File: src/hdl/assert_macros.svh
// Assertion helpers for the RTL; empty when synthesising.
`ifndef ASSERT_MACROS_SVH
`define ASSERT_MACROS_SVH

`ifndef SYNTHESIS

// Implication or plain property, sampled on the rising clock edge.
`define WBHE_ASSERT(label, clk, rst, prop, msg) \
   label: assert property (@(posedge clk) disable iff (rst) prop) else $error(msg);

// Condition that must never be seen on a clock edge.
`define WBHE_NEVER(label, clk, rst, cond, msg) \
   label: assert property (@(posedge clk) disable iff (rst) !(cond)) else $error(msg);

`else

`define WBHE_ASSERT(label, clk, rst, prop, msg)
`define WBHE_NEVER(label, clk, rst, cond, msg)

`endif

`endif

File: src/hdl/wbhe_pkg.sv
package wbhe_pkg;

   localparam int COORD_WIDTH   = 24;
   localparam int ANGLE_WIDTH   = 16;
   localparam int CORDIC_STAGES_DEFAULT = 16;
   localparam int ATAN_ENTRIES  = 24;
   // Difference takes one bit, negation one more, CORDIC gain and sqrt(2) two more.
   localparam int XY_WIDTH      = COORD_WIDTH + 4;
   localparam int TURN_WIDTH    = 32;
   localparam logic [TURN_WIDTH-1:0] HALF_TURN = {1'b1, {(TURN_WIDTH-1){1'b0}}};
   localparam logic [ANGLE_WIDTH-1:0] HALF_ANGLE = {1'b1, {(ANGLE_WIDTH-1){1'b0}}};

   typedef struct packed {
      logic signed [COORD_WIDTH-1:0] start_x;
      logic signed [COORD_WIDTH-1:0] start_y;
      logic signed [COORD_WIDTH-1:0] target_x;
      logic signed [COORD_WIDTH-1:0] target_y;
      logic signed [ANGLE_WIDTH-1:0] heading;
   } req_type;

   typedef struct packed {
      logic        [ANGLE_WIDTH-1:0] bearing;
      logic signed [ANGLE_WIDTH-1:0] heading_error;
   } rsp_type;

   // Contents of one CORDIC cell; hold freezes the vector for a target on the same row.
   typedef struct packed {
      logic                          valid;
      logic                          hold;
      logic signed [XY_WIDTH-1:0]    x;
      logic signed [XY_WIDTH-1:0]    y;
      logic        [TURN_WIDTH-1:0]  z;
      logic        [ANGLE_WIDTH-1:0] heading;
   } cell_type;

   // atan(2^-i) in units of 2^-32 turn, rounded to nearest.
   function automatic logic [TURN_WIDTH-1:0] atan_turn(input int idx);
      logic [TURN_WIDTH-1:0] val;
      case (idx)
         0:       val = 32'd536870912;
         1:       val = 32'd316933406;
         2:       val = 32'd167458907;
         3:       val = 32'd85004756;
         4:       val = 32'd42667331;
         5:       val = 32'd21354465;
         6:       val = 32'd10679838;
         7:       val = 32'd5340245;
         8:       val = 32'd2670163;
         9:       val = 32'd1335087;
         10:      val = 32'd667544;
         11:      val = 32'd333772;
         12:      val = 32'd166886;
         13:      val = 32'd83443;
         14:      val = 32'd41722;
         15:      val = 32'd20861;
         16:      val = 32'd10430;
         17:      val = 32'd5215;
         18:      val = 32'd2608;
         19:      val = 32'd1304;
         20:      val = 32'd652;
         21:      val = 32'd326;
         22:      val = 32'd163;
         23:      val = 32'd81;
         default: val = '0;
      endcase
      return val;
   endfunction

endpackage

File: src/hdl/wbhe_post.sv
module wbhe_post (
   input  logic               clock,
   input  logic               reset,
   input  wbhe_pkg::cell_type cell_i,
   output logic               rsp_strobe,
   output wbhe_pkg::rsp_type  rsp_data
);
   import wbhe_pkg::*;

   localparam logic [TURN_WIDTH-1:0] ROUND_ADD =
      TURN_WIDTH'(1) << (TURN_WIDTH - 1 - ANGLE_WIDTH);

   logic [TURN_WIDTH-1:0]  z_round;
   rsp_type                rsp_data_in;
   rsp_type                rsp_data_ff;
   logic                   rsp_strobe_ff;

   always_comb begin
      // Round half up to the output angle, wrapping at a full turn
      z_round                   = cell_i.z + ROUND_ADD;
      rsp_data_in.bearing       = z_round[TURN_WIDTH-1 -: ANGLE_WIDTH];
      rsp_data_in.heading_error = rsp_data_in.bearing - cell_i.heading;
   end

   always_ff @(posedge clock) begin
      if (reset) begin
         rsp_strobe_ff <= 1'b0;
      end else begin
         rsp_strobe_ff <= cell_i.valid;
      end
   end

   always_ff @(posedge clock) begin
      rsp_data_ff <= rsp_data_in;
   end

   assign rsp_strobe = rsp_strobe_ff;
   assign rsp_data   = rsp_data_ff;

endmodule
File: config.mk
export PLATFORM = sky130hd
export DESIGN_NAME = wbhe_post
export DESIGN_NICKNAME = d
export VERILOG_FILES = /design/src/hdl/assert_macros.svh /design/src/hdl/wbhe_pkg.sv /design/src/hdl/wbhe_post.sv
export SDC_FILE = /design/constraint.sdc
export NUM_CORES = 1
export LEC_CHECK = 0
export ABC_AREA = 1
export BUFFER_PORTS_ARGS = -buffer_cell sky130_fd_sc_hd__buf_2
export CORE_MARGIN = 8
export CORE_UTILIZATION = 38
export CTS_BUF_LIST = sky130_fd_sc_hd__clkbuf_4
export CTS_CLUSTER_SIZE = 10
export DETAILED_ROUTE_END_ITERATION = 8
export PLACE_DENSITY = 0.9
export REMOVE_ABC_BUFFERS = 1
export SYNTH_ARGS = -nofsm -noshare
export SYNTH_HDL_FRONTEND = slang
export SYNTH_SLANG_ARGS = --single-unit
File: constraint.sdc
create_clock -name clock -period 2.2 [get_ports clock]
set_clock_uncertainty 0.15 [all_clocks]
set_input_delay 0.33 -clock clock [delete_from_list [all_inputs] [get_ports clock]]
set_output_delay 0.33 -clock clock [all_outputs]
set_load 0.02 [all_outputs]
**Word level (Yosys, flattened, before mapping)**

Cells that the tools add are included.

- Register bits after elaboration: 33
- Bits of input ports: 108
- Output and inout port bits: 33
- Word-level logic and storage cells: 5

- Add/sub/neg operators: 2

Operator list:

| kind | count |
|---|---|
| $add 32x16->32 const B | 1 |
| $sub 16x16->16 | 1 |

**Depth between registers and ports, before layout**

- Depth after elaboration: 2
- Gate-level depth with buffers: 17

**Worst setup path after synthesis**

No wires, ideal clock.

- Path kind: input to register
- From: input cell_i[31] (netlist name)
- To: register rsp_data_ff, in the netlist rsp_data[14]
- Setup time: 0.112 ns
- Data arrival time: 2.057 ns
- Data required time: 1.938 ns
- Slack: -0.119 ns
- Stages: 13
- Path through: ha_1 -> nand2_2 -> nor3b_4 -> nand4_1 -> xor2_1 -> inv_1 -> ha_1 -> a21oi_1 -> o21ai_0 -> a21oi_1 -> nand2_1 -> nand2_1 -> nand2_1

RTL lines:

| item | line | RTL |
|---|---|---|
| from (decl) | wbhe_post.sv:4 | `input wbhe_pkg::cell_type cell_i,` |
| to (signal assigned) | wbhe_post.sv:34 | `rsp_data_ff <= rsp_data_in;` |
| to (decl) | wbhe_post.sv:15 | `rsp_type rsp_data_ff;` |

==> summary.md <==
| Metric | Value |
|---|---|
| Overflow after GRT | `0` |
| Longest Clk Path Bufs | `2` |
| Die Y-Extent | `87.4 um` |
| Post-DRT Antenna Nets | `0` |
| Starting DRT DRC Count | `142` |
| Post-synthesis cell type count | `30` |
| Synthesized area per cell | `7.45 sq um` |
| Total CTS buffers | `5` |
| # DRC | `0` |
| Most frequent CP cell | `nand2_1` |
| Utilization after layout | `60.1%` |
| Final period util | `98.1%` |
| Final TNS setup | `0 ns` |
| Logic pwr share | `41.3%` |
| Critical Path, Cell by Cell | `buf_4 -> ha_4 -> nand2_4 -> nor3b_4 -> nand4_1 -> xnor2_2 -> ha_4 -> nand2_4 -> inv_1 -> nand2_1 -> nand2_1 -> inv_1 -> nand2_1 -> a21oi_1 -> nand3_1 -> nand2_1` |
| Hpwl dp | `4.55 mm` |
| Met1 Track Usage GR | `15.0%` |
| Layout cell share with drive strength beyond 1 | `44.8%` |
| CP Class | `input port to register` |
| Post-Place Cells | `436` |
| Crit. Startpoint | `cell_i[32]` |
| CORE AREA | `0.00501 sq mm` |
| CTS H-tree lvls | `2` |
| Final Hold Fails | `0` |
| PD cells | `584 mW/mm^2` |
| Fillers | `436` |
| Leakage | `1.58 nW` |
| Max-slew violations | `0` |
| Initial antenna violation count | `0` |
| Slowest CP cell | `xnor2_2` |
| Row cnt | `26` |
| Slew margin rel. | `76.9%` |
| Peak VDD IR | `0.000270 V` |
| CP max FO | `5` |
| Post-Layout Cell Count | `447` |
| CTS tree | `yes` |
| Delay-heaviest family, CP | `simple AND/OR/NAND/NOR gates` |
| Sequential share of power | `40.2%` |
| Nets | `502` |
| Top-level I/O count | `141` |
| Mapped Cells | `260` |
| Total power | `0.00176 W` |
| End of the critical path | `rsp_data[15]` |
| Die footprint | `0.00764 sq mm` |
| Number of max-cap violations | `0` |
| Final Wtd Congestion | `0.884` |
| Num Clock Sinks | `33` |
| Clock-pin slew on the worst setup and hold paths | `0.11 ns` |
| Port bufs | `68` |
| GRT busiest layer | `met2` |
| Hold/Removal Path Class | `input port to register` |
| Vias in the first global route | `2086` |
| Area delta synth->final | `55.4%` |
| CP bufs+invs | `3` |
| Routed wire length | `6.32 mm` |
| Int Pwr | `0.00111 W` |
| Gr usage total | `14.8%` |
| Switch Pwr | `0.000648 W` |
| Final setup fails | `0` |
| Min Tclk post-route | `2.16 ns` |
| Clk pwr share | `18.5%` |
| CP required | `2.35 ns` |
| Number of diodes | `0` |
| Switching share of power | `36.9%` |
| CTS root buffer | `clkbuf_4` |
| Die width | `87.4 um` |
| First-pass GRT wire length | `9.06 mm` |
| Fmax | `463 MHz` |
| CP Capture Type | `register` |
| Crit path depth | `16` |
| Register area share after synthesis | `34.1%` |
| Vias per cell | `4.72` |
| Met2 usage | `26.1%` |
| Largest net degree at the start of global routing | `11` |
| Worst Path Arrival | `2.31 ns` |
| Mapped Area | `0.00194 sq mm` |
| Largest stage delay, worst path | `0.31 ns` |
| GRT met3 Usage | `5.28%` |
| #FFs+latches synth | `33` |
| Outcome | `finished, final reports clean` |
| Worst slew pin tran | `0.345 ns` |
| Synth Warn # | `0` |
| Vias | `2109` |
| DR WL/cell | `14.1 um` |
| First-pass iteration count of the detailed router | `4` |
| Crit start category | `input port` |
| Starting Density | `38.7%` |
-- stage by stage --
step	worst slack [ns]	cell area [sq um]	hold slack, ns
4_1_cts	-0.0147	2720	0.0418
2_1_floorplan	-0.119	1940	0.251
3_5_place_dp	-0.385	2650	0.337
5_1_grt	-0.0851	3010	0.0412
3_3_place_gp	-0.317	2650	0.338
6_report	0.0421	3010	0.0423
-- logic make-up (layout without fill, tap and decap cells) --
family | Yosys count | in the layout | share of synthesized area, %
buffers and inverters | 49 | 166 | 9.50
XOR/XNOR | 23 | 23 | 10.4
AND/OR/NAND/NOR | 117 | 117 | 28.6
adder cells (fa/ha/maj) | 17 | 17 | 11.4
AO/OA/AOI/OAI | 21 | 21 | 6.07
flip-flops | 33 | 33 | 34.1
-- flip-flops by register name, indices dropped and copies added (netlist names) --
name	cells
rsp_data	32
rsp_strobe	1
-- worst min-delay path by stage --
stage / startpoint / to / slack (ns) / depth (start not counted)
after CTS: cell_i[105] / rsp_strobe / 0.04 / 3
after global routing: cell_i[105] / rsp_strobe / 0.04 / 3
after global placement: reset / rsp_strobe / 0.34 / 2
after floorplan: reset / rsp_strobe / 0.25 / 1
after detailed placement: reset / rsp_strobe / 0.34 / 2
final: cell_i[105] / rsp_strobe / 0.04 / 3
-- cells in the mapped netlist (all sizes together) --
master,n,area (sq um)
dfxtp,33,661
or2,1,6.26
o21ai,4,23.8
o22ai,1,6.26
fa,1,20.0
nor3b,1,18.8
and2,1,6.26
nand3,18,100
nand2,67,259
clkinv,1,3.75
nor2,21,98.8
o21a,1,7.51
a21oi,13,65.1
a21o,1,7.51
xor2,17,149
inv,48,180
nand3b,2,15.0
ha,16,200
xnor2,6,52.6
o21bai,1,7.51
nand4,3,33.8
nor3,3,15.0
-- layout make-up --
cell class                 instances  area (sq um)  share of cell area (%)
multi-input combinational        178          1370                    45.4
timing repair buffer             110           663                    22.0
sequential                        33           661                    21.9
inverter                          49           184                    6.11
tap                               70          87.6                    2.91
clock buffer                       5          37.5                    1.25
clock inverter                     2          11.3                   0.374
-- layout by cell type, fill, tap and decap left out, types with 6 or more instances in the layout --
master / n
a21oi_1: 9
buf_2: 66
buf_4: 43
dfxtp_1: 33
ha_4: 11
inv_1: 43
nand2_1: 57
nand2_2: 8
nand3_1: 13
nor2_1: 13
nor2_2: 6
xor2_1: 14
-- per-layer routing --
| layer | part of all wire, % | wire length, um |
|---|---|---|
| met5 | 0 | 0 |
| met4 | 2.4 | 149 |
| met3 | 8.2 | 516 |
| met2 | 52 | 3280 |
| met1 | 38 | 2370 |
-- power groups by stage --
stage / clock network (W) / registers [W] / logic, W
6_report: 0.000325 / 0.000706 / 0.000726
5_1_grt: 0.000363 / 0.000715 / 0.000792
4_1_cts: 0.000326 / 0.000706 / 0.000639
3_5_place_dp: 0 / 0.000720 / 0.000632
3_3_place_gp: 0 / 0.000717 / 0.000616
2_1_floorplan: 0 / 0.000841 / 0.000239
-- repair_timing --
action,CTS,global route
buffers inserted,0,3
hold endpoints to repair,1,0
resized for setup,2,48
pin swaps,0,21
hold buffers,1,0
endpoints found under the setup margin,2,10
(Power assumes the default switching activity.)
