## src/hdl/assert_macros.svh

```systemverilog
// Assertion helpers for the RTL; empty when synthesising.
`ifndef ASSERT_MACROS_SVH
`define ASSERT_MACROS_SVH

`ifndef SYNTHESIS

// Implication or plain property, sampled on the rising clock edge.
`define WBHE_ASSERT(label, clk, rst, prop, msg) \
   label: assert property (@(posedge clk) disable iff (rst) prop) else $error(msg);

// Condition that must never be seen on a clock edge.
`define WBHE_NEVER(label, clk, rst, cond, msg) \
   label: assert property (@(posedge clk) disable iff (rst) !(cond)) else $error(msg);

`else

`define WBHE_ASSERT(label, clk, rst, prop, msg)
`define WBHE_NEVER(label, clk, rst, cond, msg)

`endif

`endif

```

## src/hdl/wbhe_pkg.sv

```systemverilog
package wbhe_pkg;

   localparam int COORD_WIDTH   = 24;
   localparam int ANGLE_WIDTH   = 16;
   localparam int CORDIC_STAGES_DEFAULT = 16;
   localparam int ATAN_ENTRIES  = 24;
   // Difference takes one bit, negation one more, CORDIC gain and sqrt(2) two more.
   localparam int XY_WIDTH      = COORD_WIDTH + 4;
   localparam int TURN_WIDTH    = 32;
   localparam logic [TURN_WIDTH-1:0] HALF_TURN = {1'b1, {(TURN_WIDTH-1){1'b0}}};
   localparam logic [ANGLE_WIDTH-1:0] HALF_ANGLE = {1'b1, {(ANGLE_WIDTH-1){1'b0}}};

   typedef struct packed {
      logic signed [COORD_WIDTH-1:0] start_x;
      logic signed [COORD_WIDTH-1:0] start_y;
      logic signed [COORD_WIDTH-1:0] target_x;
      logic signed [COORD_WIDTH-1:0] target_y;
      logic signed [ANGLE_WIDTH-1:0] heading;
   } req_type;

   typedef struct packed {
      logic        [ANGLE_WIDTH-1:0] bearing;
      logic signed [ANGLE_WIDTH-1:0] heading_error;
   } rsp_type;

   // Contents of one CORDIC cell; hold freezes the vector for a target on the same row.
   typedef struct packed {
      logic                          valid;
      logic                          hold;
      logic signed [XY_WIDTH-1:0]    x;
      logic signed [XY_WIDTH-1:0]    y;
      logic        [TURN_WIDTH-1:0]  z;
      logic        [ANGLE_WIDTH-1:0] heading;
   } cell_type;

   // atan(2^-i) in units of 2^-32 turn, rounded to nearest.
   function automatic logic [TURN_WIDTH-1:0] atan_turn(input int idx);
      logic [TURN_WIDTH-1:0] val;
      case (idx)
         0:       val = 32'd536870912;
         1:       val = 32'd316933406;
         2:       val = 32'd167458907;
         3:       val = 32'd85004756;
         4:       val = 32'd42667331;
         5:       val = 32'd21354465;
         6:       val = 32'd10679838;
         7:       val = 32'd5340245;
         8:       val = 32'd2670163;
         9:       val = 32'd1335087;
         10:      val = 32'd667544;
         11:      val = 32'd333772;
         12:      val = 32'd166886;
         13:      val = 32'd83443;
         14:      val = 32'd41722;
         15:      val = 32'd20861;
         16:      val = 32'd10430;
         17:      val = 32'd5215;
         18:      val = 32'd2608;
         19:      val = 32'd1304;
         20:      val = 32'd652;
         21:      val = 32'd326;
         22:      val = 32'd163;
         23:      val = 32'd81;
         default: val = '0;
      endcase
      return val;
   endfunction

endpackage

```

## src/hdl/wbhe_prep.sv

```systemverilog
module wbhe_prep (
   input  logic               clock,
   input  logic               reset,
   input  logic               accept,
   input  wbhe_pkg::req_type  req_data,
   output wbhe_pkg::cell_type cell_o
);
   import wbhe_pkg::*;

   logic signed [COORD_WIDTH:0] dx;
   logic signed [COORD_WIDTH:0] dy;
   logic                        west;
   cell_type                    cell_in;
   cell_type                    cell_ff;

   always_comb begin
      dx = {req_data.target_x[COORD_WIDTH-1], req_data.target_x}
         - {req_data.start_x[COORD_WIDTH-1], req_data.start_x};
      dy = {req_data.target_y[COORD_WIDTH-1], req_data.target_y}
         - {req_data.start_y[COORD_WIDTH-1], req_data.start_y};
      west = dx[COORD_WIDTH];
      cell_in.valid   = accept;
      // Same row: the start angle is already the answer, so freeze the cells
      cell_in.hold    = (dy == '0);
      // Fold the left half-plane over and start the angle at half a turn
      if (west) begin
         cell_in.x = -XY_WIDTH'(dx);
         cell_in.y = -XY_WIDTH'(dy);
         cell_in.z = HALF_TURN;
      end else begin
         cell_in.x = XY_WIDTH'(dx);
         cell_in.y = XY_WIDTH'(dy);
         cell_in.z = '0;
      end
      cell_in.heading = req_data.heading;
   end

   always_ff @(posedge clock) begin
      if (reset) begin
         cell_ff.valid <= 1'b0;
      end else begin
         cell_ff <= cell_in;
      end
   end

   assign cell_o = cell_ff;

endmodule

```

## config.mk

```make
export PLATFORM = sky130hd
export DESIGN_NAME = wbhe_prep
export DESIGN_NICKNAME = d
export VERILOG_FILES = /design/src/hdl/assert_macros.svh /design/src/hdl/wbhe_pkg.sv /design/src/hdl/wbhe_prep.sv
export SDC_FILE = /design/constraint.sdc
export NUM_CORES = 1
export LEC_CHECK = 0
export BUFFER_PORTS_ARGS = -buffer_cell sky130_fd_sc_hd__clkbuf_2
export CAP_MARGIN = 10
export CORE_ASPECT_RATIO = 0.7
export CORE_MARGIN = 3
export CORE_UTILIZATION = 52
export DETAILED_ROUTE_END_ITERATION = 10
export GPL_TIMING_DRIVEN = 0
export PLACE_DENSITY = 0.82
export SLEW_MARGIN = 0
export SYNTH_ARGS = -nofsm -noshare
export SYNTH_HDL_FRONTEND = slang
export SYNTH_SLANG_ARGS = --single-unit
```

## constraint.sdc

```tcl
create_clock -name clock -period 3.8 [get_ports clock]
set_input_delay 0.38 -clock clock [delete_from_list [all_inputs] [get_ports clock]]
set_output_delay 0.38 -clock clock [all_outputs]
set_load 0.005 [all_outputs]
```

# Yosys cells after proc, flatten, opt, wreduce, memory -nomap -nowiden
# Index checks and enable logic that the tools add are counted.
# Widths: inputs -> output; s select.
# classes
n_addsub,4
multipliers,0
div,0
n_lt_le_gt_ge,0
eq_ne,0
shifts,0
muxes,1
bitwise,0
n_reduce_logical,1
# ops
cell,n
$mux 84,1
$neg 25->28,2
$sub 24x24->25,2
$logic_not 25->1,1
# word_totals
ff_bits,106
latch_bits,0
ramBits,0
rom_bits,0
word_cells,13
n_memories,0

# Longest topological paths before layout
# Gate-level depths: netlist of the first run.
# logic_depth
depth_word,3
mapped_depth,14

# Worst setup path after synthesis of the first run
# No wires, ideal clock.
# synth_path
kind,input -> register
start,in req_data[16] (netlist bit)
end,"reg cell_ff (netlist bit cell_o[72]), data pin"
setup_time_ns,0.266
arrival_ns,3.002
t_required_ns,3.534
setup_slack_ns,0.532
cell_stages,12
n_path_buf,0
cell_sequence,inv_1 -> ha_1 -> fa_1 -> nand2b_1 -> a211o_1 -> a2111o_1 -> nand3_1 -> nand2_1 -> a311oi_1 -> nand4_1 -> o31ai_2 -> xor2_1
# synth_lines
item,line,text
"start, declared",wbhe_prep.sv:5,"input wbhe_pkg::req_type req_data,"
"end signal, assigned",wbhe_prep.sv:42,cell_ff <= cell_in;
"end, declared",wbhe_prep.sv:14,cell_type cell_ff;

==> impl_results.md, run 1 <==
- WL final: 17.8 mm
- Final setup viols: 0
- First drt pass iteration count: 6
- Vias: 6,425
- Setup ws final: 249 ps
- Syn Std Cell Area: 0.00671 mm²
- Power Dens Cells: 398 mW/mm²
- Placed cell count: 1,137
- Die width: 142 µm
- Rel. slew slack: 0.361
- #FFs+latches synth: 75
- Post-synth EDFFs: 74
- CTS tree: built
- Netlist cell types: 81
- First-pass GRT wire length: 27.3 mm
- Post-layout min period: 3550 ps
- Slew at the pin closest to its max-slew limit: 959 ps
- DR WL/cell: 15.4 µm
- Max FFs per register: 75
- Clock Tree Root: clkbuf_16
- Gr ovfl total: 0
- WP data required: 3870 ps
- Finished Cell Area: 0.00829 mm²
- Post-DR vias/cell: 5.57
- Layout cells sized above 1: 0.269
- Status: completed
- Tot Pwr: 3.29 mW
- Post-Layout Cell Count: 1,153
- Crit share post-route: 0.935
- Prevailing post-synth register cell: edfxtp_1
- Cells on Worst Hold Path: 1
- DP Area: 0.00798 mm²
- Residual DRC: 0
- Gate Count Post-Synth: 753
- Antenna Nets Post-Route: 0
- CP Class: primary input to flip-flop
- Worst slack at placement: -265 ps
- CTS max path bufs: 2
- VDD IR-drop max: 0.383 mV
- Leak Pwr: 3.92 nW
- Maximum clock frequency: 282 MHz
- Hold path endpoint: cell_o[5]
- GP Congestion: 0.913
- Area growth syn-to-layout: 23.5%
- WHS: 220 ps
- Global Route Usage Sum: 0.237
- MaxCap Viol Count: 0
- Register area share after synthesis: 0.334
- Crit end category: flip-flop
- CTS Buf Count: 9
- Final hold vios: 0
- Max Slew Vio Count: 0
- Largest net degree at the start of global routing: 75
- Hold Startpoint: req_data[5]
- Core ar.: 0.0125 mm²
- Critical Path Fanout Max: 5
- # IOs: 221
- Unrepaired setup endpoints after global routing: false
- Hpwl dp: 14.0 mm
- Die area: 0.0143 mm²
- Fill cell count: 1,054
- Synthesized area per cell: 8.91 µm²
- Ant. Diodes: 0
- FFs w/ async S/R, synth: 0
- Hold Path Class: primary input to flip-flop
- Vias in the first global route: 5,596
- Synth warn: 0
- CTS sink count: 75
- Final core utilization: 0.663
- Hold-fix buffers, CTS: 0
- Final #Nets: 1,153
- Chip height: 101 µm
- Cell Rows: 34
- Port-buffer cells: 189
- Reg clk slew, reported paths: 70 ps
- Worst Setup Start Kind: primary input
- Arr. time, crit path: 3620 ps
- Setup TNS: 0 ps
- Initial antenna violation count: 0
- Initial Util: 0.536
- Drt initial violations: 464
- Number of H-tree levels: 3
where the power goes:
group	switching (mW)	leakage, nW	internal (mW)
combinational	0.712	3.05	0.526
sequential	0.0505	0.732	1.12
clock	0.377	0.136	0.512
worst max-delay path, stage by stage:
cell,delay (ps)
clkbuf_2,80
inv_1,30
ha_1,210
fa_1,400
nand2b_1,180
a211o_1,340
a2111o_1,520
nand3_1,180
nand2_1,130
a311oi_1,490
nand4_1,280
nor3_1,280
o21ai_0,110
cells in the mapped netlist (7+ instances only):
| cell type | count | share of area |
|---|---|---|
| or3_1 | 10 | 0.0093 |
| clkbuf_1 | 13 | 0.0073 |
| nand2b_1 | 9 | 0.0084 |
| a21oi_1 | 60 | 0.045 |
| edfxtp_1 | 74 | 0.33 |
| and3_1 | 7 | 0.0065 |
| a211oi_1 | 14 | 0.016 |
| xor2_1 | 24 | 0.031 |
| inv_1 | 67 | 0.037 |
| a21o_1 | 16 | 0.018 |
| o31ai_1 | 7 | 0.0078 |
| o21a_1 | 7 | 0.0078 |
| ha_1 | 50 | 0.093 |
| nor2_1 | 47 | 0.026 |
| nand3_1 | 27 | 0.020 |
| a31oi_1 | 10 | 0.0093 |
| o21ai_0 | 46 | 0.034 |
| nor3_1 | 13 | 0.0097 |
| o21ai_1 | 9 | 0.0067 |
| nor2b_1 | 9 | 0.0084 |
| buf_4 | 32 | 0.036 |
| nand2_1 | 54 | 0.030 |
| xnor2_1 | 44 | 0.057 |
| and2_1 | 8 | 0.0075 |
kinds of logic (layout without fill, tap and decap cells):
| kind of cell | after synthesis | after routing | share of synthesized area |
|---|---|---|---|
| flip-flops | 75 | 75 | 0.334 |
| buffers and inverters | 119 | 324 | 0.0865 |
| multiplexers | 1 | 1 | 0.00149 |
| AO/OA/AOI/OAI | 220 | 220 | 0.216 |
| other | 1 | 34 | 0.000559 |
| adder cells (fa/ha/maj) | 52 | 52 | 0.0992 |
| AND/OR/NAND/NOR | 217 | 217 | 0.173 |
| XOR/XNOR | 68 | 68 | 0.0888 |
metal layers:
metal  part of all wire  global-route usage  wire, µm  vias up
met4              0.012              0.0487       213        0
met1               0.46               0.342      8120     2901
met2               0.42               0.356      7450      333
li1                   -                   -         -     3167
met3               0.11              0.0669      2000       24
met5                  0                   0         0        -
repair_timing:
item,4_1_cts,5_1_grt
endpoints found under the setup margin,0,11
setup buffers,0,0
resized for setup,0,1
endpoints found under the hold margin,0,0
final cells by class:
class | count | area, µm² | area share
flip-flops and latches | 75 | 2240 | 0.271
clock inverters | 7 | 73.8 | 0.00891
well taps | 162 | 203 | 0.0245
repair buffers | 189 | 946 | 0.114
inverters | 67 | 254 | 0.0306
clock buffers | 9 | 225 | 0.0272
plain buffers | 52 | 329 | 0.0397
multi-input cells | 592 | 4020 | 0.484
how the worst max path moves through the flow:
| stage | startpoint | to |
|---|---|---|
| floorplan | req_data[16] | cell_o[72] |
| global placement | req_data[40] | cell_o[83] |
| detailed placement | req_data[40] | cell_o[83] |
| CTS | req_data[40] | cell_o[83] |
| global route | req_data[16] | cell_o[75] |
| finish | req_data[16] | cell_o[74] |
cell usage in the layout (no fill, tap or decap), types with 9 or more instances in the layout:
cell type	instances
xor2_1	24
nor2b_1	9
nor3_1	13
conb_1	34
o21ai_0	46
or3_1	10
clkbuf_1	13
nand3_1	27
a211oi_1	13
ha_1	50
xnor2_1	44
clkbuf_16	9
inv_1	66
buf_4	32
clkbuf_2	189
edfxtp_1	74
nor2_1	47
a31oi_1	10
nand2_1	54
o21ai_1	9
a21oi_1	60
nand2b_1	9
a21o_1	16
Note: power is estimated with default switching activity, not from simulation.
==> run 2, diff against run 1 <==
--- a/config.mk
+++ b/config.mk
@@ -9,10 +9,10 @@
 export CAP_MARGIN = 10
 export CORE_ASPECT_RATIO = 0.7
 export CORE_MARGIN = 3
-export CORE_UTILIZATION = 52
+export CORE_UTILIZATION = 56
 export DETAILED_ROUTE_END_ITERATION = 10
 export GPL_TIMING_DRIVEN = 0
-export PLACE_DENSITY = 0.82
+export PLACE_DENSITY = 0.87
 export SLEW_MARGIN = 0
 export SYNTH_ARGS = -nofsm -noshare
 export SYNTH_HDL_FRONTEND = slang
==> constraint.sdc (replaced) <==
create_clock -name clock -period 4.2 [get_ports clock]
set_input_delay 0.42 -clock clock [delete_from_list [all_inputs] [get_ports clock]]
set_output_delay 0.42 -clock clock [all_outputs]
set_load 0.005 [all_outputs]
==> run 2 against run 1 <==
Compared with the run above:
- clock power shrank 4.2%
- non-clock buffer count is the same
- power shrank 8.0%
- critical endpoint is now cell_o[83]
- largest power group unchanged
- sequential power down 9%
- first-iteration DRC count decreased by 11%
- largest cell class unchanged
- combinational power is 9.7% lower
==> impl_results.md, run 2 (synthesis gave the netlist of run 1 again) <==
- Status: completed (unchanged)
- CP Class: primary input to flip-flop (unchanged)
- Drt initial violations: 414 (was 464)
- Sequential share of power: 0.349 (was 0.355)
- Cell Rows: 32 (was 34)
- Arr. time, crit path: 3850 ps (was 3620 ps)
- MaxCap Viol Count: 0 (unchanged)
- Post-DR vias/cell: 5.64 (was 5.57)
- Commonest cells after routing, fill and taps aside: clkbuf_2 (189), edfxtp_1 (74), inv_1 (66) (unchanged)
- Hold Path Class: primary input to flip-flop (unchanged)
- Hold Startpoint: req_data[5] (unchanged)
- Largest net degree at the start of global routing: 75 (unchanged)
- Clock Tree Root: clkbuf_16 (unchanged)
- Port-buffer cells: 189 (unchanged)
- Setup bufs post-CTS: 0 (unchanged)
- Switching pwr: 1.02 mW (was 1.14 mW)
- Die width: 137 µm (was 142 µm)
- Residual DRC: 0 (unchanged)
- Maximum clock frequency: 265 MHz
- Final #Nets: 1,153 (unchanged)
- Gr busiest metal: met2 (unchanged)
- Global Route Usage Sum: 0.257 (was 0.237)
- Vias in the first global route: 5,697 (was 5,596)
- DR WL/cell: 15.6 µm (was 15.4 µm)
- Slew at the pin closest to its max-slew limit: 924 ps (was 959 ps)
- WL final: 17.8 mm (about the same)
- CTS Buf Count: 9 (unchanged)
- Ant. Diodes: 0 (unchanged)
- Leak Pwr: 3.94 nW (was 3.92 nW)
- Most common cell after layout, fill and taps aside: clkbuf_2 (unchanged)
- Hold-fix buffers, CTS: 0 (unchanged)
- Sw Share: 0.337 (was 0.346)
- Worst Setup Start Kind: primary input (unchanged)
- Setup TNS: 0 ps (unchanged)
- First drt pass iteration count: 5 (was 6)
- Slowest stage cell, crit path: a211oi_1 (was a2111o_1)
- Finished Cell Area: 0.00829 mm² (about the same)
- Area growth syn-to-layout: 23.6% (was 23.5%)
- Number of H-tree levels: 3 (unchanged)
- Met2 Usage GRT: 0.392 (was 0.356)
- Crit share post-route: 0.897
- Hold path endpoint: cell_o[5] (unchanged)
- Clk network pwr share: 0.281 (was 0.270)
- Die area: 0.0134 mm² (was 0.0143 mm²)
- Gr ovfl total: 0 (unchanged)
- Antenna Nets Post-Route: 0 (unchanged)
- Largest stage delay, worst path: 630 ps (was 520 ps)
- WP data required: 4280 ps (was 3870 ps)
- Post-layout min period: 3770 ps
- Final setup viols: 0 (unchanged)
- GP Congestion: 0.931 (was 0.913)
- Max FFs per register: 75 (unchanged)
- Internal: 2.01 mW (was 2.16 mW)
- Crit end category: flip-flop (unchanged)
- First-pass GRT wire length: 27.8 mm (was 27.3 mm)
- Core ar.: 0.0113 mm² (was 0.0125 mm²)
- Initial antenna violation count: 0 (unchanged)
- DP Area: 0.00797 mm² (was 0.00798 mm²)
- Crit path depth: 15 (was 13)
- Unrepaired setup endpoints after global routing: false (unchanged)
- Power Dens Cells: 366 mW/mm² (was 398 mW/mm²)
- Worst Path Buf+Inv: 4 (was 2)
- CTS resizes: 0 (unchanged)
- CTS max path bufs: 2 (unchanged)
- Initial Util: 0.592 (was 0.536)
- Max Slew Vio Count: 0 (unchanged)
- Crit-path cells: clkbuf_2 -> inv_1 -> ha_1 -> fa_1 -> nor2b_1 -> o31ai_1 -> a211oi_1 -> or4b_1 -> nand2_1 -> o21ai_1 -> a31o_2 -> buf_2 -> buf_2 -> nor2_1 -> xnor2_1 (was clkbuf_2 -> inv_1 -> ha_1 -> fa_1 -> nand2b_1 -> a211o_1 -> a2111o_1 -> nand3_1 -> nand2_1 -> a311oi_1 -> nand4_1 -> nor3_1 -> o21ai_0)
- Rel. slew slack: 0.384 (was 0.361)
- VDD IR-drop max: 0.255 mV (was 0.383 mV)
- Combinational power share: 0.370 (was 0.376)
- CTS tree: built (unchanged)
- Critical Path Fanout Max: 10 (was 5)
- Post-Layout Cell Count: 1,144 (was 1,153)
- Final hold vios: 0 (unchanged)
- Most frequent CP cell: buf_2
- Vias: 6,452 (was 6,425)
- Layout cells sized above 1: 0.268 (was 0.269)
- Reg clk slew, reported paths: 60 ps (was 70 ps)
- Hpwl dp: 14.2 mm (was 14.0 mm)
- Chip height: 97.6 µm (was 101 µm)
- Met1 Track Usage GR: 0.367 (was 0.342)
- GR Layer Usage met3: 0.0694 (was 0.0669)
- CTS sink count: 75 (unchanged)
- # IOs: 221 (unchanged)
- Cells on Worst Hold Path: 1 (unchanged)
- Critical path's top delay family: compound AO/OA/AOI/OAI gates (unchanged)
- Placed cell count: 1,128 (was 1,137)
- Fill cell count: 858 (was 1,054)
run 2: cell types whose count changed in the layout (fill, tap and decap cells not counted):
cell,change
clkinvlp_4,-2
a211oi_1,+1
a211oi_2,-1
bufinv_16,+1
clkbuf_1,+1
clkinv_1,-1
clkinv_2,+1
clkinv_4,+1
inv_6,-1
run 2: final cells by class:
cell class | instances | area [µm²] | area share
Multi-Input combinational cell | 592 | 4010 | 0.484
Clock inverter | 6 | 90.1 | 0.0109
Tap cell | 153 | 191 | 0.0231
Sequential cell | 75 | 2240 | 0.270
Inverter | 67 | 254 | 0.0306
Clock buffer | 10 | 229 | 0.0276
Timing Repair Buffer | 189 | 946 | 0.114
Buffer | 52 | 329 | 0.0397
run 2: metrics by stage:
stage	hold slack (ps)	total power, mW	setup slack, ps	utilization
global placement	598	2.15	219	0.703
floorplan	492	1.80	892	-
global route	243	3.20	268	0.732
detailed placement	599	2.18	185	0.704
CTS	250	3.03	519	0.732
finish	259	3.03	433	0.732
run 2: worst max-delay path by stage:
| stage | from | end | slack (ps) |
|---|---|---|---|
| 2_1_floorplan | req_data[16] | cell_o[72] | 890 |
| 3_3_place_gp | req_data[40] | cell_o[83] | 220 |
| 3_5_place_dp | req_data[40] | cell_o[83] | 180 |
| 4_1_cts | req_data[40] | cell_o[83] | 520 |
| 5_1_grt | req_data[40] | cell_o[98] | 270 |
| 6_report | req_data[40] | cell_o[83] | 430 |
run 2: power groups by stage:
stage / registers (mW) / clock network [mW] / logic, mW
final: 1.06 / 0.852 / 1.12
after global routing: 1.07 / 0.886 / 1.24
after CTS: 1.06 / 0.855 / 1.11
after detailed placement: 1.07 / 0 / 1.10
after global placement: 1.07 / 0 / 1.08
after floorplan: 1.08 / 0 / 0.721
run 2: routing by layer:
layer / wire (µm) / vias to the layer above / share of wire
li1: - / 3159 / -
met1: 7880 / 2944 / 0.44
met2: 7820 / 320 / 0.44
met4: 260 / 0 / 0.015
met5: 0 / - / 0
met3: 1840 / 29 / 0.10
