$ cat config.mk
export PLATFORM = sky130hd
export DESIGN_NAME = wbhe_cell
export DESIGN_NICKNAME = d
export VERILOG_FILES = /design/src/hdl/assert_macros.svh /design/src/hdl/wbhe_pkg.sv /design/src/hdl/wbhe_cell.sv
export SDC_FILE = /design/constraint.sdc
export NUM_CORES = 1
export LEC_CHECK = 0
export BUFFER_PORTS_ARGS = -buffer_cell sky130_fd_sc_hd__buf_2
export CELL_PAD_IN_SITES_DETAIL_PLACEMENT = 0
export CELL_PAD_IN_SITES_GLOBAL_PLACEMENT = 1
export CORE_MARGIN = 3
export CORE_UTILIZATION = 40
export CTS_CLUSTER_DIAMETER = 200
export DETAILED_ROUTE_END_ITERATION = 10
export PLACE_DENSITY_LB_ADDON = 0.1
export SKIP_CTS_REPAIR_TIMING = 1
export SYNTH_ARGS = -nofsm -noshare
export SYNTH_HDL_FRONTEND = slang
export SYNTH_SLANG_ARGS = --single-unit
$ cat constraint.sdc
create_clock -name clock -period 6.48 [get_ports clock]
set_input_delay 0.972 -clock clock [delete_from_list [all_inputs] [get_ports clock]]
set_output_delay 0.972 -clock clock [all_outputs]
set_load 0.01 [all_outputs]
$ cat src/hdl/assert_macros.svh
// Assertion helpers for the RTL; empty when synthesising.
`ifndef ASSERT_MACROS_SVH
`define ASSERT_MACROS_SVH

`ifndef SYNTHESIS

// Implication or plain property, sampled on the rising clock edge.
`define WBHE_ASSERT(label, clk, rst, prop, msg) \
   label: assert property (@(posedge clk) disable iff (rst) prop) else $error(msg);

// Condition that must never be seen on a clock edge.
`define WBHE_NEVER(label, clk, rst, cond, msg) \
   label: assert property (@(posedge clk) disable iff (rst) !(cond)) else $error(msg);

`else

`define WBHE_ASSERT(label, clk, rst, prop, msg)
`define WBHE_NEVER(label, clk, rst, cond, msg)

`endif

`endif

$ cat src/hdl/wbhe_pkg.sv
package wbhe_pkg;

   localparam int COORD_WIDTH   = 24;
   localparam int ANGLE_WIDTH   = 16;
   localparam int CORDIC_STAGES_DEFAULT = 16;
   localparam int ATAN_ENTRIES  = 24;
   // Difference takes one bit, negation one more, CORDIC gain and sqrt(2) two more.
   localparam int XY_WIDTH      = COORD_WIDTH + 4;
   localparam int TURN_WIDTH    = 32;
   localparam logic [TURN_WIDTH-1:0] HALF_TURN = {1'b1, {(TURN_WIDTH-1){1'b0}}};
   localparam logic [ANGLE_WIDTH-1:0] HALF_ANGLE = {1'b1, {(ANGLE_WIDTH-1){1'b0}}};

   typedef struct packed {
      logic signed [COORD_WIDTH-1:0] start_x;
      logic signed [COORD_WIDTH-1:0] start_y;
      logic signed [COORD_WIDTH-1:0] target_x;
      logic signed [COORD_WIDTH-1:0] target_y;
      logic signed [ANGLE_WIDTH-1:0] heading;
   } req_type;

   typedef struct packed {
      logic        [ANGLE_WIDTH-1:0] bearing;
      logic signed [ANGLE_WIDTH-1:0] heading_error;
   } rsp_type;

   // Contents of one CORDIC cell; hold freezes the vector for a target on the same row.
   typedef struct packed {
      logic                          valid;
      logic                          hold;
      logic signed [XY_WIDTH-1:0]    x;
      logic signed [XY_WIDTH-1:0]    y;
      logic        [TURN_WIDTH-1:0]  z;
      logic        [ANGLE_WIDTH-1:0] heading;
   } cell_type;

   // atan(2^-i) in units of 2^-32 turn, rounded to nearest.
   function automatic logic [TURN_WIDTH-1:0] atan_turn(input int idx);
      logic [TURN_WIDTH-1:0] val;
      case (idx)
         0:       val = 32'd536870912;
         1:       val = 32'd316933406;
         2:       val = 32'd167458907;
         3:       val = 32'd85004756;
         4:       val = 32'd42667331;
         5:       val = 32'd21354465;
         6:       val = 32'd10679838;
         7:       val = 32'd5340245;
         8:       val = 32'd2670163;
         9:       val = 32'd1335087;
         10:      val = 32'd667544;
         11:      val = 32'd333772;
         12:      val = 32'd166886;
         13:      val = 32'd83443;
         14:      val = 32'd41722;
         15:      val = 32'd20861;
         16:      val = 32'd10430;
         17:      val = 32'd5215;
         18:      val = 32'd2608;
         19:      val = 32'd1304;
         20:      val = 32'd652;
         21:      val = 32'd326;
         22:      val = 32'd163;
         23:      val = 32'd81;
         default: val = '0;
      endcase
      return val;
   endfunction

endpackage

$ cat src/hdl/wbhe_cell.sv
module wbhe_cell #(
   parameter int SHIFT = 0
) (
   input  logic               clock,
   input  logic               reset,
   input  wbhe_pkg::cell_type cell_i,
   output wbhe_pkg::cell_type cell_o
);
   import wbhe_pkg::*;

   localparam logic [TURN_WIDTH-1:0] ATAN_STEP = atan_turn(SHIFT);

   logic signed [XY_WIDTH-1:0] x_sh;
   logic signed [XY_WIDTH-1:0] y_sh;
   cell_type                   cell_in;
   cell_type                   cell_ff;

   always_comb begin
      x_sh    = cell_i.x >>> SHIFT;
      y_sh    = cell_i.y >>> SHIFT;
      cell_in = cell_i;
      if (!cell_i.hold) begin
         // Rotate towards the x axis; both updates use the old vector
         if (!cell_i.y[XY_WIDTH-1]) begin
            cell_in.x = cell_i.x + y_sh;
            cell_in.y = cell_i.y - x_sh;
            cell_in.z = cell_i.z + ATAN_STEP;
         end else begin
            cell_in.x = cell_i.x - y_sh;
            cell_in.y = cell_i.y + x_sh;
            cell_in.z = cell_i.z - ATAN_STEP;
         end
      end
   end

   always_ff @(posedge clock) begin
      if (reset) begin
         cell_ff.valid <= 1'b0;
      end else begin
         cell_ff <= cell_in;
      end
   end

   assign cell_o = cell_ff;

endmodule

Yosys cells after proc, flatten, opt, wreduce, memory -nomap -nowiden
Cells that the tools add are included.

$add $sub $neg: 5. Mux-type cells: 2.

Operators by type and width (number): $mux 88 (2); $sub 28x28->28 (2); $add 32x30->32 const B (1); $sub 32x30->32 const B (1); $add 28x28->28 (1).

Register bits after elaboration: 106. Output and inout port bits: 106.

Logic depth before layout (Yosys ltp)
Gate-level depths: netlist of run 1.

Depth after elaboration: 3. Depth in mapped cells: 12. Depth with buffers taken out: 12.

Worst setup path after synthesis of run 1
No wires, ideal clock.

Path kind: input-to-reg. Start: input reset. End: register cell_ff, in the netlist cell_o[0] (enable). Library setup time: 0.458 ns. Arrival time: 3.002 ns. Required time: 6.022 ns. Path slack: 3.020 ns. Cell stages on the path: 1. Path through: inv_1.

RTL lines: from (decl) (line wbhe_cell.sv:5) `input logic reset,`; to (signal assigned) (line wbhe_cell.sv:40) `cell_ff <= cell_in;`; to (decl) (line wbhe_cell.sv:16) `cell_type cell_ff;`.

No word-level cell between the ends.

==> results of run 1 <==
==> per-stage QoR <==
step | setup slack (ns) | power (mW)
detailed placement | 2.321 | 1.581
CTS | 2.703 | 2.150
global placement | 2.334 | 1.583
global route | 2.337 | 2.252
finish | 2.624 | 2.128
floorplan | 3.020 | 1.336
==> synth_stat cells, drive strengths merged (9+ instances only) <==
| cell type | instances |
|---|---|
| a211oi | 10 |
| a21o | 12 |
| a21oi | 98 |
| buf | 24 |
| clkbuf | 23 |
| edfxtp | 105 |
| ha | 90 |
| inv | 85 |
| mux2i | 24 |
| nand2 | 49 |
| nand2b | 9 |
| nand3 | 18 |
| nor2 | 88 |
| nor2b | 14 |
| nor3 | 16 |
| o211ai | 9 |
| o21ai | 83 |
| o21bai | 16 |
| o31ai | 14 |
| xnor2 | 45 |
==> cell families (layout without fill, tap and decap cells) <==
family	count (synthesis)	after routing	share of synthesized area
DFF	106	106	0.3663
xor gates and xnor gates	52	52	0.05258
and+or+nand+nor	232	232	0.1267
buffers and inverters	137	323	0.06096
muxes	29	29	0.03467
adders and majority gates	94	94	0.1392
AOI/OAI and AO/OA	300	300	0.2196
==> worst max-delay path, cell delays in order <==
cell	delay (ns)
buf_2	0.10
inv_1	0.06
ha_1	0.53
nor4_1	0.40
nor3b_1	0.31
nand2_1	0.09
a21oi_1	0.32
o21ai_0	0.19
a2bb2oi_1	0.47
o21ai_0	0.22
xnor2_1	0.18
o21ai_0	0.09
==> worst min path at each step <==
stage | endpoint
after detailed placement | cell_o[5]$_DFFE_PN_
after floorplan | cell_o[105]$_SDFF_PP0_
after CTS | cell_o[34]$_DFFE_PN_
final | cell_o[10]$_DFFE_PN_
after global routing | cell_o[9]$_DFFE_PN_
after global placement | cell_o[30]$_DFFE_PN_
==> cell type report <==
type,instances,area (µm²)
multi-input combinational,707,4961
tap,275,344.1
timing repair buffer,217,1099
clock buffer,9,225.2
fill,2124,10940
clock inverter,7,71.32
inverter,90,340.3
sequential,106,3173
==> layer usage <==
metal,part of all wire,up-vias,track usage
met4,0.021,0,0.06534
met1,0.47,3636,0.3094
met5,0,-,0
met3,0.062,36,0.03737
met2,0.45,305,0.3586
li1,-,3764,-
==> power by group through the flow <==
stage	clock (mW)	sequential [mW]	combinational [mW]
2_1_floorplan	0	0.920	0.416
3_3_place_gp	0	0.877	0.706
3_5_place_dp	0	0.878	0.704
4_1_cts	0.579	0.862	0.709
5_1_grt	0.602	0.868	0.782
6_report	0.558	0.861	0.709
==> cells in the final DEF, fill, tap and decap left out, types with 10 or more instances in the layout <==
| cell | netlist | routed |
|---|---|---|
| nor3_1 | 16 | 16 |
| buf_2 | 11 | 212 |
| edfxtp_1 | 105 | 105 |
| o21ai_0 | 67 | 67 |
| a211oi_1 | 10 | 10 |
| nand2_1 | 49 | 49 |
| o21bai_1 | 16 | 16 |
| ha_1 | 90 | 90 |
| mux2i_1 | 24 | 24 |
| nor2_1 | 88 | 88 |
| a21oi_1 | 98 | 98 |
| o31ai_1 | 13 | 13 |
| xnor2_1 | 45 | 45 |
| o21ai_1 | 15 | 15 |
| inv_1 | 85 | 84 |
| a21o_1 | 12 | 12 |
| nand3_1 | 18 | 18 |
| nor2b_1 | 14 | 14 |
==> metrics, run 1 <==
CP Max Fanout=18; nets=~1.3k; ANT nets after route=0; Min Clock Period, post-route=roughly 3.9 ns; DIE WIDTH=153.2 µm; total CTS buffers=9; Core Rows=53; die area=between 20000 and 25000 µm²; Longest Clk Path Bufs=2; Worst-Margin Slew=~0.76 ns; Clock power frac=0.262; Cells after DPL=1395; global-route wire length before repair=~42000 µm; CORE AREA=~21000 µm²; Via Count=7741; most used flip-flop cell after synthesis=edfxtp_1; arrival time worst endpoint=~3.9 ns; Comb pwr share=0.333; Pre-antenna DRT Iters=5; final non-filler cell area=10210 µm²; layout cells sized above 1=0.2210; Final Core Density=0.4828; crit path launch=cell_i[61]; largest net degree at the start of global routing=a little over 70; WS Path Type=in2reg; initial antenna violation count=0; pwr/cell area=208.4 nW/µm²; startpoint type of the worst setup path=input port; max-slew violations=0; Net Sw Power=between 700 and 800 µW; leading area contributor after synthesis=edfxtp_1; n_diodes=0; Synth Cell Area=8662 µm²; Finished Layout Cells=1411; Die Span Y=approximately 150 µm; Worst VDD drop=roughly 0.00012 V; Mapped Cells=950; Synthesis Warnings=0; RePlAce Congestion=~0.9; RSZ-0062 raised after global routing=no; effective utilization at floorplan=0.4095; ys async rst share=0; vias per cell=about 5.5; HP Start=cell_i[10]; number of cells on the worst hold path=1; CTS sink cnt=approximately 110; fin crit share=0.5950; grt total ovfl=0; status=completed; final wirelength=roughly 27000 µm; number of flip-flops in the largest register=roughly 110; worst path required time=around 6.6 ns; hold crit path type=in2reg; area grow syn2layout=17.91%; share of the synthesized area in the top cell type=0.3640; Leak=4.508 nW; Max Fclk=between 0.2 and 0.3 GHz; CTS tree=done; syn_area_per_cell=9.118 µm²; Yosys reg bits=106; final hold slack=between 0.7 and 0.8 ns; Pint=roughly 1.4 mW; drc violations=0; dpl cell area=roughly 10000 µm²; Slew HR=0.4901; Iter 0 DRT Violations=between 600 and 700; port bufs=about 210; # IOs=approximately 210; switch share=0.3484; max cap viols=0; H-tree Lvls=3; CTS clock-pin slew for the worst setup and hold paths=approximately 0.09 ns; worst setup path endpoint=cell_o[98]$_DFFE_PN_; Hold Fails Final Rpt=0; Root Driver=clkbuf_16; wire per inst=~19 µm; synthesized net count=1152; GR Util All Layers=0.2226; Final setup viols=0; Sum Neg Setup Slack=0 ns; number of global-route vias before repair=7436; HPWL after DPL=between 20000 and 25000 µm; post-synthesis sequential area ratio=0.3663; Critical Path Sink Type=flop; EDFF count, synth=around 110; share of power burned in registers=0.404; largest cells by area after synthesis=edfxtp_1, ha_1, a21oi_1, xnor2_1, o21ai_0; distinct cell type count after synthesis=72
(Power assumes the default switching activity.)
==> run 2: changes to the inputs <==
==> constraint.sdc (replaced) <==
create_clock -name clock -period 3.7 [get_ports clock]
set_input_delay 0.555 -clock clock [delete_from_list [all_inputs] [get_ports clock]]
set_output_delay 0.555 -clock clock [all_outputs]
set_load 0.01 [all_outputs]
==> run 2 against run 1 <==
Clock power increased by 77%; largest cell class unchanged; clock-buffer cell count unchanged; combinational power increased by 83%; critical path type unchanged; utilization increased by 1.4 points; via count increased by 1.9%; critical endpoint is now cell_o[73]$_DFFE_PN_; die area unchanged; sequential share of layout area decreased by 0.85 points; non-clock buffer count increased by 38.
==> metrics, run 2 (synthesized netlist as in run 1, its figures left out) <==
GR Util All Layers=0.2271; HP Start=cell_i[6]; CTS tree=done; Min Clock Period, post-route=3.342 ns; CORE AREA=roughly 21000 µm²; CTS sink cnt=roughly 110; Finished Layout Cells=approximately 1.4k; HPWL after DPL=~22000 µm; arrival time worst endpoint=roughly 3.4 ns; RePlAce Congestion=~0.9; CP Cell Sequence=buf_2 > inv_1 > ha_1 > nand2b_1 > a221oi_2 > o211a_1 > o211ai_2 > a2111oi_4 > o211ai_1 > o21ai_1 > xor2_1 > mux2i_1; Hold Fails Final Rpt=0; WHS Endpoint=cell_o[6]$_DFFE_PN_; drc violations=0; WS Path Type=in2reg; ANT nets after route=0; leading cell types in the layout, fill and taps excluded=buf_2, edfxtp_1, a21oi_1; startpoint type of the worst setup path=input port; CTS clock-pin slew for the worst setup and hold paths=0.09 ns; Final setup viols=0; grt total ovfl=0; hold crit path type=in2reg; Worst VDD drop=approximately 0.00020 V; Cells after DPL=1433; Slowest-stage cell, CP=a2111oi_4; nets=about 1.4k; Worst-Margin Slew=approximately 0.8 ns; crit-path max cell delay=between 0.4 and 0.5 ns; number of flip-flops in the largest register=around 110; max-slew violations=0; # IOs=~210; status=completed; vias per cell=roughly 5.4; number of cells on the worst hold path=1; Slew HR=0.4573; DIE WIDTH=~150 µm; port bufs=between 200 and 250; Pre-antenna DRT Iters=5; wire per inst=between 15 and 20 µm; worst path required time=~3.8 ns; largest net degree at the start of global routing=76; final wirelength=about 27000 µm; Die Span Y=about 150 µm; layout cells sized above 1=0.2470; effective utilization at floorplan=0.4095; dpl cell area=~10000 µm²; CP Max Fanout=4; Root Driver=clkbuf_16; Sum Neg Setup Slack=0 ns; Core Rows=53; H-tree Lvls=3; Max Fclk=roughly 0.3 GHz; global-route wire length before repair=roughly 43000 µm; Critical Path Sink Type=flop; final non-filler cell area=approximately 11000 µm²; initial antenna violation count=0; fin crit share=0.9033; total power=~3.8 mW; area of the multi-input gates=~5000 µm²; area grow syn2layout=21.22%; die area=23460 µm²; Longest Clk Path Bufs=2; n_diodes=0; final hold slack=about 0.36 ns; most common cell after layout, fill and taps aside=buf_2; Via Count=just under 8k; Fillers=~2.1k; RSZ-0062 raised after global routing=no; pwr/cell area=approximately 360 nW/µm²; max cap viols=0; total CTS buffers=9; number of global-route vias before repair=7606; Iter 0 DRT Violations=roughly 650; Leak=approximately 4.7 nW; register area=around 3200 µm²
run 2: changes by cell type in the layout (fill, tap and decap cells not counted):
cell,before,now
inv_6,4,2
clkinv_2,0,1
clkinv_1,6,5
buf_4,5,43
clkinv_4,0,2
run 2: layer usage:
layer  up-vias  global-route usage  wire length [µm]
met5         -                   0                 0
met4         0             0.05388               454
met3        32             0.03539              1590
met2       293              0.3651             12440
met1      3716              0.3234             12850
li1       3847                   -                 -
run 2: how the worst max path moves through the flow:
stage	to	start	slack, ns
2_1_floorplan	cell_o[0]$_DFFE_PN_	reset	0.66
3_3_place_gp	cell_o[73]$_DFFE_PN_	cell_i[49]	0.06
3_5_place_dp	cell_o[73]$_DFFE_PN_	cell_i[49]	0.03
4_1_cts	cell_o[73]$_DFFE_PN_	cell_i[49]	0.41
5_1_grt	cell_o[73]$_DFFE_PN_	cell_i[49]	0.15
6_report	cell_o[73]$_DFFE_PN_	cell_i[49]	0.36
run 2: critical path, delay by kind of cell:
kind | cells | cell delay, ns
AO/OA/AOI/OAI | 6 | 1.81
multiplexers | 1 | 0.09
AND/OR/NAND/NOR | 1 | 0.19
buffers and inverters | 2 | 0.27
XOR/XNOR | 1 | 0.16
adder cells (fa/ha/maj) | 1 | 0.33
run 2: report_power, final:
part	leakage [nW]	switching (mW)	internal, mW	total [mW]
Clock	0.146	0.513	0.476	0.989
Combinational	3.51	0.778	0.520	1.30
Sequential	1.04	0.0313	1.48	1.51
Total	4.69	1.32	2.47	3.79
run 2: stage by stage:
stage / worst slack, ns / util
after floorplan: 0.6572 / -
after global placement: 0.06454 / 0.4823
after detailed placement: 0.02948 / 0.4823
after CTS: 0.4104 / 0.4964
after global routing: 0.1505 / 0.4964
final: 0.3577 / 0.4964
run 2: final cells by class:
class                      count  area share
clock buffer                   9     0.02145
clock inverter                 7    0.006911
inverter                      90     0.03241
multi-input combinational    707      0.4725
sequential                   106      0.3022
tap                          275     0.03277
timing repair buffer         255      0.1318
==> run 3: changes to the inputs <==
--- a/config.mk
+++ b/config.mk
@@ -9,7 +9,7 @@
 export CELL_PAD_IN_SITES_DETAIL_PLACEMENT = 0
 export CELL_PAD_IN_SITES_GLOBAL_PLACEMENT = 1
 export CORE_MARGIN = 3
-export CORE_UTILIZATION = 40
+export CORE_UTILIZATION = 41
 export CTS_CLUSTER_DIAMETER = 200
 export DETAILED_ROUTE_END_ITERATION = 10
 export PLACE_DENSITY_LB_ADDON = 0.1
==> run 3 against run 2 <==
Utilization rose by 1.5 points; sequential power hardly changed; setup slack better by 0.066 ns; highest routed layer unchanged; sequential cell count unchanged; final area shrank 0.17%.
==> metrics, run 3 (synthesized netlist as in run 1, its figures left out) <==
final worst slack=about 0.42 ns; leading cell types in the layout, fill and taps excluded=buf_2, edfxtp_1, a21oi_1; final non-filler cell area=10480 µm²; GR Util All Layers=0.2310; CTS tree=done; post-place setup slack=0.05532 ns; total CTS buffers=9; worst path required time=3.80 ns; pwr/cell area=~360 nW/µm²; Final Core Density=0.5115; Slew HR=0.4560; Core Rows=52; area of the multi-input gates=between 4000 and 5000 µm²; Hold Fails Final Rpt=0; switch share=0.3487; RSZ-0062 raised after global routing=no; area grow syn2layout=21.02%; global-route wire length before repair=41390 µm; RePlAce Congestion=approximately 0.90; CP Cell Sequence=buf_2 > inv_1 > ha_1 > nand2b_1 > a221oi_2 > o211a_1 > o211ai_2 > a2111oi_4 > o211ai_1 > o21ai_1 > xor2_1 > mux2i_1; Pint=2.471 mW; Leak=about 4.7 nW; WS Path Type=in2reg; dpl cell area=just over 10000 µm²; hold crit path type=in2reg; CTS sink cnt=around 110; status=completed; number of global-route vias before repair=~7.5k; Min Clock Period, post-route=3.277 ns; largest delay contributor family on the critical path=compound AO/OA/AOI/OAI gates; Comb pwr share=0.339; Critical Path Sink Type=flop; startpoint type of the worst setup path=input port; arrival time worst endpoint=approximately 3.4 ns; CTS clock-pin slew for the worst setup and hold paths=0.09 ns; n_diodes=0; Worst VDD drop=0.0002108 V; vias per cell=roughly 5.4; die area=22910 µm²; CORE AREA=between 20000 and 25000 µm²; Slowest-stage cell, CP=a2111oi_4; Longest Clk Path Bufs=2; crit-path max cell delay=0.48 ns; HPWL after DPL=between 20000 and 25000 µm; # IOs=214; Pre-antenna DRT Iters=5; Fillers=between 2k and 2.5k; fin crit share=0.8856; initial antenna violation count=0; number of flip-flops in the largest register=106; Net Sw Power=~1.3 mW; Sum Neg Setup Slack=0 ns; Clock power frac=0.264; Worst-Margin Slew=~0.82 ns; Root Driver=clkbuf_16; Cells after DPL=around 1.4k; register area=about 3200 µm²; CP Buf/Inv Count=2; Final setup viols=0; final hold slack=0.3607 ns; Die Span Y=roughly 150 µm; DIE WIDTH=about 150 µm; largest net degree at the start of global routing=between 100 and 150; max-slew violations=0; effective utilization at floorplan=0.4226; Via Count=about 7.7k; Iter 0 DRT Violations=680; drc violations=0; grt total ovfl=0; max cap viols=0; wire per inst=18.75 µm; final wirelength=approximately 27000 µm; port bufs=~210; most common cell after layout, fill and taps aside=buf_2; Finished Layout Cells=about 1.4k; total power=around 3.8 mW; H-tree Lvls=3; CP Max Fanout=4; Max Fclk=about 0.31 GHz; nets=1367; ANT nets after route=0; layout cells sized above 1=0.2436; share of power burned in registers=0.397
run 3: power by group through the flow:
stage | clock, mW | combinational [mW] | sequential [mW]
global placement | 0 | 1.28 | 1.53
global route | 1.07 | 1.42 | 1.52
CTS | 1.04 | 1.29 | 1.51
finish | 1.00 | 1.28 | 1.51
floorplan | 0 | 0.729 | 1.61
detailed placement | 0 | 1.28 | 1.54
run 3: final cells by class:
cell class | count | share of cell area
clock buffers | 9 | 0.02148
clock inverters | 7 | 0.006326
inverters | 90 | 0.03247
multi-input cells | 707 | 0.4733
flip-flops and latches | 106 | 0.3027
well taps | 270 | 0.03223
repair buffers | 251 | 0.1315
run 3: worst paths after layout:
path,startpoint,to,slack (ns),cells after the start
max,cell_i[49],cell_o[73]$_DFFE_PN_,0.42,12
min,cell_i[27],cell_o[27]$_DFFE_PN_,0.36,1
run 3: metal layers:
layer,vias up,share of wire,track usage,wire (µm)
met5,-,0,0,0
met4,0,0.014,0.04986,365
met3,22,0.065,0.03860,1764
met2,261,0.46,0.3816,12520
met1,3597,0.46,0.3188,12350
li1,3838,-,-,-
